[src/rtl/pid_feedback_controller_multi_axis_core_assert.svh]
// ----------------------------------------------------------------------------
// PID controller assertion macros
// Concurrent checks clocked by clk_i and disabled while rst_ni is low.
// The macros expand to nothing in synthesis.
// ----------------------------------------------------------------------------
`ifndef PID_FEEDBACK_CONTROLLER_MULTI_AXIS_CORE_ASSERT_SVH
`define PID_FEEDBACK_CONTROLLER_MULTI_AXIS_CORE_ASSERT_SVH

`ifndef SYNTHESIS
// property must hold at every clock edge out of reset
`define PIDFC_ASSERT(lbl, prop) \
  lbl: assert property (@(posedge clk_i) disable iff (!rst_ni) (prop)) \
    else $error("pidfc assertion failed");
// condition must never be true at a clock edge out of reset
`define PIDFC_ASSERT_NEVER(lbl, cond) \
  lbl: assert property (@(posedge clk_i) disable iff (!rst_ni) !(cond)) \
    else $error("pidfc forbidden condition seen");
`else
`define PIDFC_ASSERT(lbl, prop)
`define PIDFC_ASSERT_NEVER(lbl, cond)
`endif

`endif

[src/rtl/pidfc_pkg.sv]
// ----------------------------------------------------------------------------
// PID controller package
// Shared widths, register indexes and transaction payload types.
// ----------------------------------------------------------------------------
package pidfc_pkg;

  // axes in use and payload slots
  localparam int NumAxes   = 4;
  localparam int AxisSlots = 4;
  localparam int AxisW     = 2;

  // fixed point format
  localparam int FracBits = 16;
  localparam int DataW    = 32;
  localparam int AccW     = 48;

  // configuration register indexes
  localparam int CfgIdxW = 2;
  localparam logic [CfgIdxW-1:0] CfgGainP = 2'd0;
  localparam logic [CfgIdxW-1:0] CfgGainI = 2'd1;
  localparam logic [CfgIdxW-1:0] CfgGainD = 2'd2;

  typedef struct packed {
    logic signed [DataW-1:0] current_pos_0;
    logic signed [DataW-1:0] current_pos_1;
    logic signed [DataW-1:0] current_pos_2;
    logic signed [DataW-1:0] current_pos_3;
    logic signed [DataW-1:0] target_pos_0;
    logic signed [DataW-1:0] target_pos_1;
    logic signed [DataW-1:0] target_pos_2;
    logic signed [DataW-1:0] target_pos_3;
    logic        [DataW-1:0] time_step;
  } pidfc_in_t;

  typedef struct packed {
    logic signed [DataW-1:0] force_0;
    logic signed [DataW-1:0] force_1;
    logic signed [DataW-1:0] force_2;
    logic signed [DataW-1:0] force_3;
  } pidfc_out_t;

endpackage

[src/rtl/pidfc_in_if.sv]
// ----------------------------------------------------------------------------
// PID controller input channel
// Valid/ready channel carrying positions, targets and the time step.
// ----------------------------------------------------------------------------
interface pidfc_in_if import pidfc_pkg::*; ();
  logic      valid;
  logic      ready;
  pidfc_in_t data;

  modport source (output valid, output data, input ready);
  modport sink   (input valid, input data, output ready);
endinterface

[src/rtl/pidfc_out_if.sv]
// ----------------------------------------------------------------------------
// PID controller output channel
// Valid/ready channel carrying the per-axis drive values.
// ----------------------------------------------------------------------------
interface pidfc_out_if import pidfc_pkg::*; ();
  logic       valid;
  logic       ready;
  pidfc_out_t data;

  modport source (output valid, output data, input ready);
  modport sink   (input valid, input data, output ready);
endinterface

[src/rtl/pid_feedback_controller_multi_axis_core.sv]
// ----------------------------------------------------------------------------
// PID feedback controller core, four axes
// Per axis: four multiplies on a shared 17x33 multiplier, plus a 49-step divider
// for the derivative unless the time step is zero. One transaction in flight at
// a time, so the next one is accepted only once the result of the last has been
// loaded into the output register, later on output stall.
// Reset clears gains, stored targets, integrals and previous errors at once.
// ----------------------------------------------------------------------------
`include "pid_feedback_controller_multi_axis_core_assert.svh"

module pid_feedback_controller_multi_axis_core import pidfc_pkg::*; (
  input  logic               clk_i,
  input  logic               rst_ni,
  input  logic               cfg_we_i,
  input  logic [CfgIdxW-1:0] cfg_idx_i,
  input  logic [DataW-1:0]   cfg_wdata_i,
  pidfc_in_if.sink           in_i,
  pidfc_out_if.source        out_o
);

  // shared multiplier: A operand split in 16-bit chunks, B is 33-bit signed
  localparam int MulChunkW = 16;
  localparam int MulChunks = AccW / MulChunkW;
  localparam int MulCntW   = $clog2(MulChunks + 1);
  localparam int MulBW     = DataW + 1;
  localparam int PpW       = MulChunkW + 1 + MulBW;
  localparam int ProdW     = AccW + MulBW;
  // restoring divider on the scaled error difference
  localparam int DivW      = DataW + 1 + FracBits;
  localparam int DivCntW   = $clog2(DivW);
  localparam int SumW      = AccW + 1;
  localparam int ForceW    = AccW + 2;

  typedef enum logic [8:0] {
    S_IDLE   = 9'b000000001,
    S_CHECK  = 9'b000000010,
    S_ERR    = 9'b000000100,
    S_MUL    = 9'b000001000,
    S_POST   = 9'b000010000,
    S_DIV    = 9'b000100000,
    S_DIVFIN = 9'b001000000,
    S_AXWB   = 9'b010000000,
    S_DONE   = 9'b100000000
  } state_e;

  typedef enum logic [1:0] {
    OP_ITG = 2'd0,
    OP_P   = 2'd1,
    OP_I   = 2'd2,
    OP_D   = 2'd3
  } op_e;

  // saturate a full product down to the accumulator width
  function automatic logic [AccW-1:0] sat_prod(input logic [ProdW-1:0] v);
    logic in_range;
    in_range = (&v[ProdW-1:AccW-1]) || !(|v[ProdW-1:AccW-1]);
    if (in_range) return v[AccW-1:0];
    else if (v[ProdW-1]) return {1'b1, {(AccW-1){1'b0}}};
    else return {1'b0, {(AccW-1){1'b1}}};
  endfunction

  function automatic logic [AccW-1:0] sat_sum(input logic [SumW-1:0] v);
    if (v[SumW-1] == v[SumW-2]) return v[AccW-1:0];
    else if (v[SumW-1]) return {1'b1, {(AccW-1){1'b0}}};
    else return {1'b0, {(AccW-1){1'b1}}};
  endfunction

  function automatic logic [DataW-1:0] sat_force(input logic [ForceW-1:0] v);
    logic in_range;
    in_range = (&v[ForceW-1:DataW-1]) || !(|v[ForceW-1:DataW-1]);
    if (in_range) return v[DataW-1:0];
    else if (v[ForceW-1]) return {1'b1, {(DataW-1){1'b0}}};
    else return {1'b0, {(DataW-1){1'b1}}};
  endfunction

  state_e state_q, state_d;
  op_e    op_q;

  logic [AxisW-1:0]   axis_q;
  logic [MulCntW-1:0] mul_cnt_q;
  logic [DivCntW-1:0] div_cnt_q;
  logic               out_valid_q;
  logic               tgt_known_q;

  logic [DataW-1:0] gain_p_q, gain_i_q, gain_d_q;

  logic [DataW-1:0] cur_q    [AxisSlots];
  logic [DataW-1:0] tgt_in_q [AxisSlots];
  logic [DataW-1:0] tgt_q    [AxisSlots];
  logic [DataW-1:0] prev_q   [AxisSlots];
  logic [AccW-1:0]  integ_q  [AxisSlots];
  logic [DataW-1:0] force_q  [AxisSlots];
  logic [DataW-1:0] dt_q;

  logic [DataW-1:0]         err_q;
  logic [AccW-1:0]          integ_new_q;
  logic [AccW-1:0]          deriv_q;
  logic [AccW-1:0]          mul_a_q;
  logic signed [MulBW-1:0]  mul_b_q;
  logic signed [PpW-1:0]    pp_q;
  logic signed [ProdW-1:0]  acc_q;
  logic [ForceW-1:0]        force_acc_q;
  logic [DataW-1:0]         div_rem_q;
  logic [DivW-1:0]          div_dvd_q;
  logic                     div_neg_q;
  pidfc_out_t               out_data_q;

  // target change detection over the active axes
  logic changed_c;
  always_comb begin
    changed_c = !tgt_known_q;
    for (int a = 0; a < AxisSlots; a++) begin
      if ((a < NumAxes) && (tgt_in_q[a] != tgt_q[a])) changed_c = 1'b1;
    end
  end

  // error of the current axis, saturated to 32 bits
  logic [DataW:0]   err_wide;
  logic [DataW-1:0] err_c;
  assign err_wide = {tgt_q[axis_q][DataW-1], tgt_q[axis_q]}
                  - {cur_q[axis_q][DataW-1], cur_q[axis_q]};
  assign err_c = (err_wide[DataW] == err_wide[DataW-1]) ? err_wide[DataW-1:0] :
                 (err_wide[DataW] ? {1'b1, {(DataW-1){1'b0}}}
                                  : {1'b0, {(DataW-1){1'b1}}});

  // multiplier chunk select; the top chunk carries the sign
  logic [MulCntW-1:0]         chunk_idx;
  logic [MulChunkW-1:0]       chunk_bits;
  logic signed [MulChunkW:0]  chunk_s;
  logic signed [PpW-1:0]      pp_c;
  logic signed [ProdW-1:0]    pp_ext;
  logic [MulCntW-1:0]         acc_pos;
  logic signed [ProdW-1:0]    acc_add;
  assign chunk_idx  = (mul_cnt_q < MulCntW'(MulChunks)) ? mul_cnt_q
                                                        : MulCntW'(MulChunks - 1);
  assign chunk_bits = mul_a_q[chunk_idx*MulChunkW +: MulChunkW];
  assign chunk_s    = {(chunk_idx == MulCntW'(MulChunks - 1)) ? chunk_bits[MulChunkW-1]
                                                               : 1'b0, chunk_bits};
  assign pp_c       = chunk_s * mul_b_q;
  assign pp_ext     = ProdW'(pp_q);
  assign acc_pos    = mul_cnt_q - MulCntW'(1);
  assign acc_add    = acc_q + (pp_ext <<< (int'(acc_pos) * MulChunkW));

  // product scaled back by the fraction bits, floor rounding
  logic signed [ProdW-1:0] prod_shift;
  logic [AccW-1:0]         prod_sat;
  assign prod_shift = acc_q >>> FracBits;
  assign prod_sat   = sat_prod(prod_shift);

  // integral update
  logic [SumW-1:0] integ_sum;
  logic [AccW-1:0] integ_sat;
  assign integ_sum = {integ_q[axis_q][AccW-1], integ_q[axis_q]} + {prod_sat[AccW-1], prod_sat};
  assign integ_sat = sat_sum(integ_sum);

  // derivative numerator: error difference as sign and magnitude
  logic [DataW:0] dnum;
  logic [DataW:0] dmag;
  assign dnum = {err_q[DataW-1], err_q} - {prev_q[axis_q][DataW-1], prev_q[axis_q]};
  assign dmag = dnum[DataW] ? (~dnum + 1'b1) : dnum;

  // one restoring divide step
  logic [DataW:0]   div_shift;
  logic [DataW+1:0] div_diff;
  logic             div_ge;
  logic [DataW-1:0] div_rem_c;
  assign div_shift = {div_rem_q, div_dvd_q[DivW-1]};
  assign div_diff  = {1'b0, div_shift} - {2'b00, dt_q};
  assign div_ge    = !div_diff[DataW+1];
  assign div_rem_c = div_ge ? div_diff[DataW-1:0] : div_shift[DataW-1:0];

  // signed quotient, truncated toward zero
  logic [ProdW-1:0] q_ext;
  logic [ProdW-1:0] q_signed;
  logic [AccW-1:0]  deriv_c;
  assign q_ext    = ProdW'(div_dvd_q);
  assign q_signed = div_neg_q ? (~q_ext + 1'b1) : q_ext;
  assign deriv_c  = sat_prod(q_signed);

  // force accumulation
  logic [ForceW-1:0] term_ext;
  logic [ForceW-1:0] force_sum_c;
  assign term_ext    = {{(ForceW-AccW){prod_sat[AccW-1]}}, prod_sat};
  assign force_sum_c = force_acc_q + term_ext;

  logic load_out;
  assign load_out = (state_q == S_DONE) && (!out_valid_q || out_o.ready);

  // sequencer
  always_comb begin
    state_d = state_q;
    unique case (state_q)
      S_IDLE:   if (in_i.valid) state_d = S_CHECK;
      S_CHECK:  state_d = S_ERR;
      S_ERR:    state_d = S_MUL;
      S_MUL:    if (mul_cnt_q == MulCntW'(MulChunks)) state_d = S_POST;
      S_POST: begin
        unique case (op_q)
          OP_ITG:  state_d = (dt_q == '0) ? S_MUL : S_DIV;
          OP_P:    state_d = S_MUL;
          OP_I:    state_d = S_MUL;
          OP_D:    state_d = S_AXWB;
          default: state_d = S_IDLE;
        endcase
      end
      S_DIV:    if (div_cnt_q == DivCntW'(DivW - 1)) state_d = S_DIVFIN;
      S_DIVFIN: state_d = S_MUL;
      S_AXWB:   state_d = (axis_q == AxisW'(NumAxes - 1)) ? S_DONE : S_ERR;
      S_DONE:   if (load_out) state_d = S_IDLE;
      default:  state_d = S_IDLE;
    endcase
  end

  assign in_i.ready = (state_q == S_IDLE);
  assign out_o.valid = out_valid_q;
  assign out_o.data  = out_data_q;

  // control state, gains and per-axis controller state
  always_ff @(posedge clk_i or negedge rst_ni) begin
    if (!rst_ni) begin
      state_q     <= S_IDLE;
      op_q        <= OP_ITG;
      axis_q      <= '0;
      mul_cnt_q   <= '0;
      div_cnt_q   <= '0;
      out_valid_q <= 1'b0;
      tgt_known_q <= 1'b0;
      gain_p_q    <= '0;
      gain_i_q    <= '0;
      gain_d_q    <= '0;
      for (int a = 0; a < AxisSlots; a++) begin
        tgt_q[a]   <= '0;
        prev_q[a]  <= '0;
        integ_q[a] <= '0;
      end
    end else begin
      state_q <= state_d;

      // gain register writes; unknown indexes are dropped
      if (cfg_we_i) begin
        unique case (cfg_idx_i)
          CfgGainP: gain_p_q <= cfg_wdata_i;
          CfgGainI: gain_i_q <= cfg_wdata_i;
          CfgGainD: gain_d_q <= cfg_wdata_i;
          default:  ;
        endcase
      end

      // result register handshake
      if (load_out) out_valid_q <= 1'b1;
      else if (out_o.ready) out_valid_q <= 1'b0;

      unique case (state_q)
        S_CHECK: begin
          if (changed_c) begin
            for (int a = 0; a < AxisSlots; a++) begin
              tgt_q[a]   <= (a < NumAxes) ? tgt_in_q[a] : '0;
              prev_q[a]  <= '0;
              integ_q[a] <= '0;
            end
            tgt_known_q <= 1'b1;
          end
          axis_q <= '0;
        end
        S_ERR: begin
          op_q      <= OP_ITG;
          mul_cnt_q <= '0;
        end
        S_MUL:  mul_cnt_q <= mul_cnt_q + 1'b1;
        S_POST: begin
          mul_cnt_q <= '0;
          div_cnt_q <= '0;
          unique case (op_q)
            OP_ITG: begin
              integ_q[axis_q] <= integ_sat;
              op_q            <= OP_P;
            end
            OP_P:    op_q <= OP_I;
            OP_I:    op_q <= OP_D;
            default: ;
          endcase
        end
        S_DIV:  div_cnt_q <= div_cnt_q + 1'b1;
        S_AXWB: begin
          prev_q[axis_q] <= err_q;
          if (axis_q != AxisW'(NumAxes - 1)) axis_q <= axis_q + 1'b1;
        end
        default: ;
      endcase
    end
  end

  // datapath registers
  always_ff @(posedge clk_i) begin
    if (load_out) begin
      out_data_q.force_0 <= force_q[0];
      out_data_q.force_1 <= force_q[1];
      out_data_q.force_2 <= force_q[2];
      out_data_q.force_3 <= force_q[3];
    end

    unique case (state_q)
      S_IDLE: begin
        if (in_i.valid) begin
          cur_q[0]    <= in_i.data.current_pos_0;
          cur_q[1]    <= in_i.data.current_pos_1;
          cur_q[2]    <= in_i.data.current_pos_2;
          cur_q[3]    <= in_i.data.current_pos_3;
          tgt_in_q[0] <= in_i.data.target_pos_0;
          tgt_in_q[1] <= in_i.data.target_pos_1;
          tgt_in_q[2] <= in_i.data.target_pos_2;
          tgt_in_q[3] <= in_i.data.target_pos_3;
          dt_q        <= in_i.data.time_step;
        end
      end
      S_CHECK: begin
        for (int a = 0; a < AxisSlots; a++) force_q[a] <= '0;
      end
      S_ERR: begin
        err_q   <= err_c;
        mul_a_q <= {{(AccW-DataW){err_c[DataW-1]}}, err_c};
        mul_b_q <= {1'b0, dt_q};
        acc_q   <= '0;
      end
      S_MUL: begin
        if (mul_cnt_q < MulCntW'(MulChunks)) pp_q <= pp_c;
        if (mul_cnt_q != '0) acc_q <= acc_add;
      end
      S_POST: begin
        acc_q <= '0;
        unique case (op_q)
          OP_ITG: begin
            integ_new_q <= integ_sat;
            div_rem_q   <= '0;
            div_dvd_q   <= {dmag, {FracBits{1'b0}}};
            div_neg_q   <= dnum[DataW];
            deriv_q     <= '0;
            mul_a_q     <= {{(AccW-DataW){err_q[DataW-1]}}, err_q};
            mul_b_q     <= {gain_p_q[DataW-1], gain_p_q};
          end
          OP_P: begin
            force_acc_q <= term_ext;
            mul_a_q     <= integ_new_q;
            mul_b_q     <= {gain_i_q[DataW-1], gain_i_q};
          end
          OP_I: begin
            force_acc_q <= force_sum_c;
            mul_a_q     <= deriv_q;
            mul_b_q     <= {gain_d_q[DataW-1], gain_d_q};
          end
          OP_D:    force_acc_q <= force_sum_c;
          default: ;
        endcase
      end
      S_DIV: begin
        div_rem_q <= div_rem_c;
        div_dvd_q <= {div_dvd_q[DivW-2:0], div_ge};
      end
      S_DIVFIN: deriv_q <= deriv_c;
      S_AXWB:   force_q[axis_q] <= sat_force(force_acc_q);
      default:  ;
    endcase
  end

  // checks
  `PIDFC_ASSERT(busy_after_accept_a, in_i.valid && in_i.ready |=> !in_i.ready)
  `PIDFC_ASSERT(out_from_done_a, $rose(out_valid_q) |-> $past(state_q == S_DONE))
  `PIDFC_ASSERT(axis_in_range_a, axis_q <= AxisW'(NumAxes - 1))
  `PIDFC_ASSERT(mul_cnt_range_a, state_q == S_MUL |-> mul_cnt_q <= MulCntW'(MulChunks))
  `PIDFC_ASSERT_NEVER(div_zero_step_a, state_q == S_DIV && dt_q == '0)

endmodule
[src/flat_wrapper.sv]
// flat-port wrapper written by rule: the top's interface ports become plain ports
module pid_feedback_controller_multi_axis_core_flat import pidfc_pkg::*;
  (clk_i, rst_ni, cfg_we_i, cfg_idx_i, cfg_wdata_i, in_i_valid, in_i_data, in_i_ready, out_o_valid, out_o_data, out_o_ready);
  pidfc_in_if in_i_i ();
  pidfc_out_if out_o_i ();
  input  logic clk_i;
  input  logic rst_ni;
  input  logic cfg_we_i;
  input  logic [CfgIdxW-1:0] cfg_idx_i;
  input  logic [DataW-1:0] cfg_wdata_i;
  input wire logic [$bits(in_i_i.valid)-1:0] in_i_valid;
  input wire logic [$bits(in_i_i.data)-1:0] in_i_data;
  output wire logic [$bits(in_i_i.ready)-1:0] in_i_ready;
  output wire logic [$bits(out_o_i.valid)-1:0] out_o_valid;
  output wire logic [$bits(out_o_i.data)-1:0] out_o_data;
  input wire logic [$bits(out_o_i.ready)-1:0] out_o_ready;
  assign in_i_i.valid = in_i_valid;
  assign in_i_i.data = in_i_data;
  assign in_i_ready = in_i_i.ready;
  assign out_o_valid = out_o_i.valid;
  assign out_o_data = out_o_i.data;
  assign out_o_i.ready = out_o_ready;
  pid_feedback_controller_multi_axis_core u_core (.clk_i(clk_i), .rst_ni(rst_ni), .cfg_we_i(cfg_we_i), .cfg_idx_i(cfg_idx_i), .cfg_wdata_i(cfg_wdata_i), .in_i(in_i_i), .out_o(out_o_i));
endmodule
[config.mk]
export PLATFORM = sky130hd
export DESIGN_NAME = pid_feedback_controller_multi_axis_core_flat
export DESIGN_NICKNAME = d
export VERILOG_FILES = /design/src/rtl/pidfc_pkg.sv /design/src/rtl/pidfc_in_if.sv /design/src/rtl/pidfc_out_if.sv /design/src/rtl/pid_feedback_controller_multi_axis_core.sv /design/src/flat_wrapper.sv
export VERILOG_INCLUDE_DIRS = /design/src /design/src/rtl
export SDC_FILE = /design/constraint.sdc
export NUM_CORES = 2
export LEC_CHECK = 0
export BUFFER_PORTS_ARGS = -buffer_cell sky130_fd_sc_hd__buf_2
export CAP_MARGIN = 20
export CORE_ASPECT_RATIO = 1.2
export CORE_MARGIN = 3
export CORE_UTILIZATION = 40
export CTS_BUF_LIST = sky130_fd_sc_hd__clkbuf_8
export DETAILED_ROUTE_END_ITERATION = 6
export SYNTH_ARGS = -nofsm -noshare
export SYNTH_HDL_FRONTEND = slang
export SYNTH_SLANG_ARGS = --single-unit
[constraint.sdc]
create_clock -name clk_i -period 22.3 [get_ports clk_i]
set_input_delay 1.115 -clock clk_i [delete_from_list [all_inputs] [get_ports clk_i]]
set_output_delay 1.115 -clock clk_i [all_outputs]
set_load 0.05 [all_outputs]
==> results.sh <==
export IMPL_finalCritPeriodShare_pct=41.0
export IMPL_crit_top_cell="fa_1"
export IMPL_path_max_fanout=33
export IMPL_mostFrequentLayoutCells="edfxtp_1, inv_1, nand2_1, dfrtp_1, o21ai_0"
export IMPL_finalHoldViolations=0
export IMPL_synth_yosys_seq_area_share_pct=44.6
export IMPL_layout_commonest_cell="edfxtp_1"
export IMPL_crit_path_max_incr_delay_ns=0.61
export IMPL_fillers=23200
export IMPL_register_area_um2=44700
export IMPL_std_cell_rows=200
export IMPL_clock_sinks=1583
export IMPL_max_freq_ghz=0.109
export IMPL_fin_area_um2=112000
export IMPL_antenna_found_initial=12
export IMPL_cts_tree="done"
export IMPL_synth_xor_area_share_pct=3.82
export IMPL_routedWlPerCell_um=23.4
export IMPL_cts_max_path_buffers=4
export IMPL_area_growth_pct=11.7
export IMPL_slew_limit_headroom_pct=20.3
export IMPL_grt_pass1_vias=74300
export IMPL_drt_pass1_iter_count=6
export IMPL_route_detailed_drc=0
export IMPL_die_w_um=463
export IMPL_cpMaxStageDelayCell="dfrtp_4"
export IMPL_yosys_warnings=0
export IMPL_grt_pass1_wl_mm=459
export IMPL_htreeDepth=5
export IMPL_start_kind="register"
export IMPL_drive_gt1_share_pct=15.3
export IMPL_port_buffers=456
export IMPL_grt_max_degree=178
export IMPL_wl_mm=303
export IMPL_crit_type="reg2reg"
export IMPL_core_area_um2=248000
export IMPL_grt_use_total_pct=23.1
export IMPL_skew_ns=0.140
export IMPL_hold_slack_ns=0.226
export IMPL_crit_arrival_ns=9.78
export IMPL_hpwl_mm=223
export IMPL_synthAdderAreaFrac_pct=16.2
export IMPL_synth_area_mux_share_pct=6.57
export IMPL_maxCapViolCount=0
export IMPL_cts_root_buf="clkbuf_8"
export IMPL_worst_pin_slew_ns=1.18
export IMPL_post_cts_setup_buffers=0
export IMPL_placed_area_um2=106000
export IMPL_hp_class="in2async"
export IMPL_drtIter0Drc=5926
export IMPL_vias_per_cell=5.60
export IMPL_syn_nets=10300
export IMPL_status="finished, final reports clean"
export IMPL_critPathRequiredTime_ns=22.94
export IMPL_clkTransAtPathRegs_ns=0.06
export IMPL_min_period_ns=9.13
export IMPL_synth_edf_count=1016
export IMPL_synth_top_family_by_area="adder cells"
export IMPL_clkLatencyLatePin_ns=0.99
export IMPL_rsz0062_at_grt="no"
export IMPL_ant_nets=0
export IMPL_holdBufCountCts=0
export IMPL_cts_made_buffers=276
export IMPL_die_area_um2=256000
export IMPL_synthArstFlopShare_pct=35.8
export IMPL_multi_input_area_um2=50900
export IMPL_ios=457
export IMPL_syn_inst=9015
export IMPL_fp_dieH_um=554
export IMPL_ctsResizeCount=0
export IMPL_setup_viol=0
export IMPL_tns_ns=0
export IMPL_overflow=0
export IMPL_synth_seq_cells=1583
export IMPL_finalWeightedCongestion=0.923
export IMPL_netlist_area_um2=100000
export IMPL_start_util_pct=40.3
export IMPL_nets=10700
export IMPL_avgSynthCellArea_um2=11.1
export IMPL_yosysUniqueCellTypes=98
export IMPL_vias=72600
export IMPL_slew_violations=0
export IMPL_synth_compound_area_share_pct=13.2
export IMPL_synth_main_ff_cell="edfxtp_1"
export IMPL_synth_simple_area_share_pct=10.7
export IMPL_cp_end_kind="register"
-- cell type report --
cell class,count,area share (%)
multi-input combinational,6134,45.5
tap,3333,3.73
sequential,1583,40.0
antenna,8,0.0179
clock inverter,187,1.11
inverter,838,2.81
timing repair buffer,571,2.97
clock buffer,312,3.84
-- worst max-delay path: cells and delay by family, from the launching register on --
| kind | cells | cell delay, ns |
|---|---|---|
| and+or+nand+nor | 4 | 0.70 |
| AOI/OAI and AO/OA | 10 | 2.51 |
| xor gates and xnor gates | 1 | 0.09 |
| buffers and inverters | 7 | 1.08 |
| DFF | 1 | 0.61 |
| adders and majority gates | 8 | 3.67 |
| muxes | 1 | 0.17 |
-- cells by family after synthesis --
group | Yosys count
AND/OR/NAND/NOR | 2260
AO/OA/AOI/OAI | 2013
flip-flops | 1583
buffers and inverters | 1298
adder cells (fa/ha/maj) | 977
multiplexers | 447
XOR/XNOR | 437
-- per-stage QoR --
stage	utilization [%]	cells	worst slack, ns
after floorplan	-	9015	12.74
final	45.0	13000	13.17
after detailed placement	42.8	12500	13.16
after global routing	45.0	13000	12.68
after global placement	42.7	12500	13.23
after CTS	45.0	13000	13.14
-- state kept, by name, summed over array words and instances (netlist names), 33 cells and up --
register / count
u_core.mul_b_q: 33
u_core.acc_q: 81
u_core.pp_q: 50
u_core.force_acc_q: 50
out_o_data: 128
u_core.tgt_q: 128
u_core.tgt_in_q: 128
u_core.integ_new_q: 48
u_core.cur_q: 128
u_core.div_dvd_q: 49
u_core.integ_q: 192
u_core.prev_q: 128
u_core.mul_a_q: 48
u_core.force_q: 128
u_core.deriv_q: 48
-- synthesized netlist by cell type, types with 76 or more instances --
master / count / area, µm²
xnor2_1: 239 / 2090
a21o_1: 246 / 1850
nor2b_1: 78 / 488
ha_1: 407 / 5090
a21oi_1: 424 / 2120
mux4_2: 144 / 3240
dfrtp_1: 566 / 14200
inv_1: 836 / 3140
edfxtp_1: 1016 / 30500
nand3_1: 100 / 500
and2_1: 295 / 1850
nand2_1: 816 / 3060
fa_1: 542 / 10900
clkbuf_1: 404 / 1520
a22oi_1: 83 / 623
o21ai_0: 566 / 2830
xor2_1: 198 / 1730
nor2_1: 551 / 2070
a22o_1: 76 / 666
mux2_2: 238 / 2680
-- worst paths after layout --
kind | slack [ns] | end | depth (start not counted) | startpoint
max | 13.17 | u_core.pp_q[49] | 31 | u_core.mul_cnt_q[0]
min | 0.23 | u_core.gain_i_q[3] | 1 | rst_ni
max reg2reg | 13.17 | u_core.pp_q[49] | 31 | u_core.mul_cnt_q[0]
min reg2reg | 0.40 | out_o_data[87] | 0 | u_core.force_q[1][23]
max in group asynchronous | 19.27 | u_core.integ_q[163] | 5 | rst_ni
min in group clk_i | 0.29 | u_core.tgt_in_q[2][12] | 1 | in_i_data[76]
-- routing by layer --
layer,wire length (µm),up-vias,track usage [%]
met5,15,-,0
met4,13500,2,9.45
met3,17900,587,3.43
met2,149000,2591,39.3
met1,122000,36700,29.4
li1,-,32700,-
Power is not shown: default switching activity piles up to over one toggle a cycle in this logic, so the estimate is an artifact.
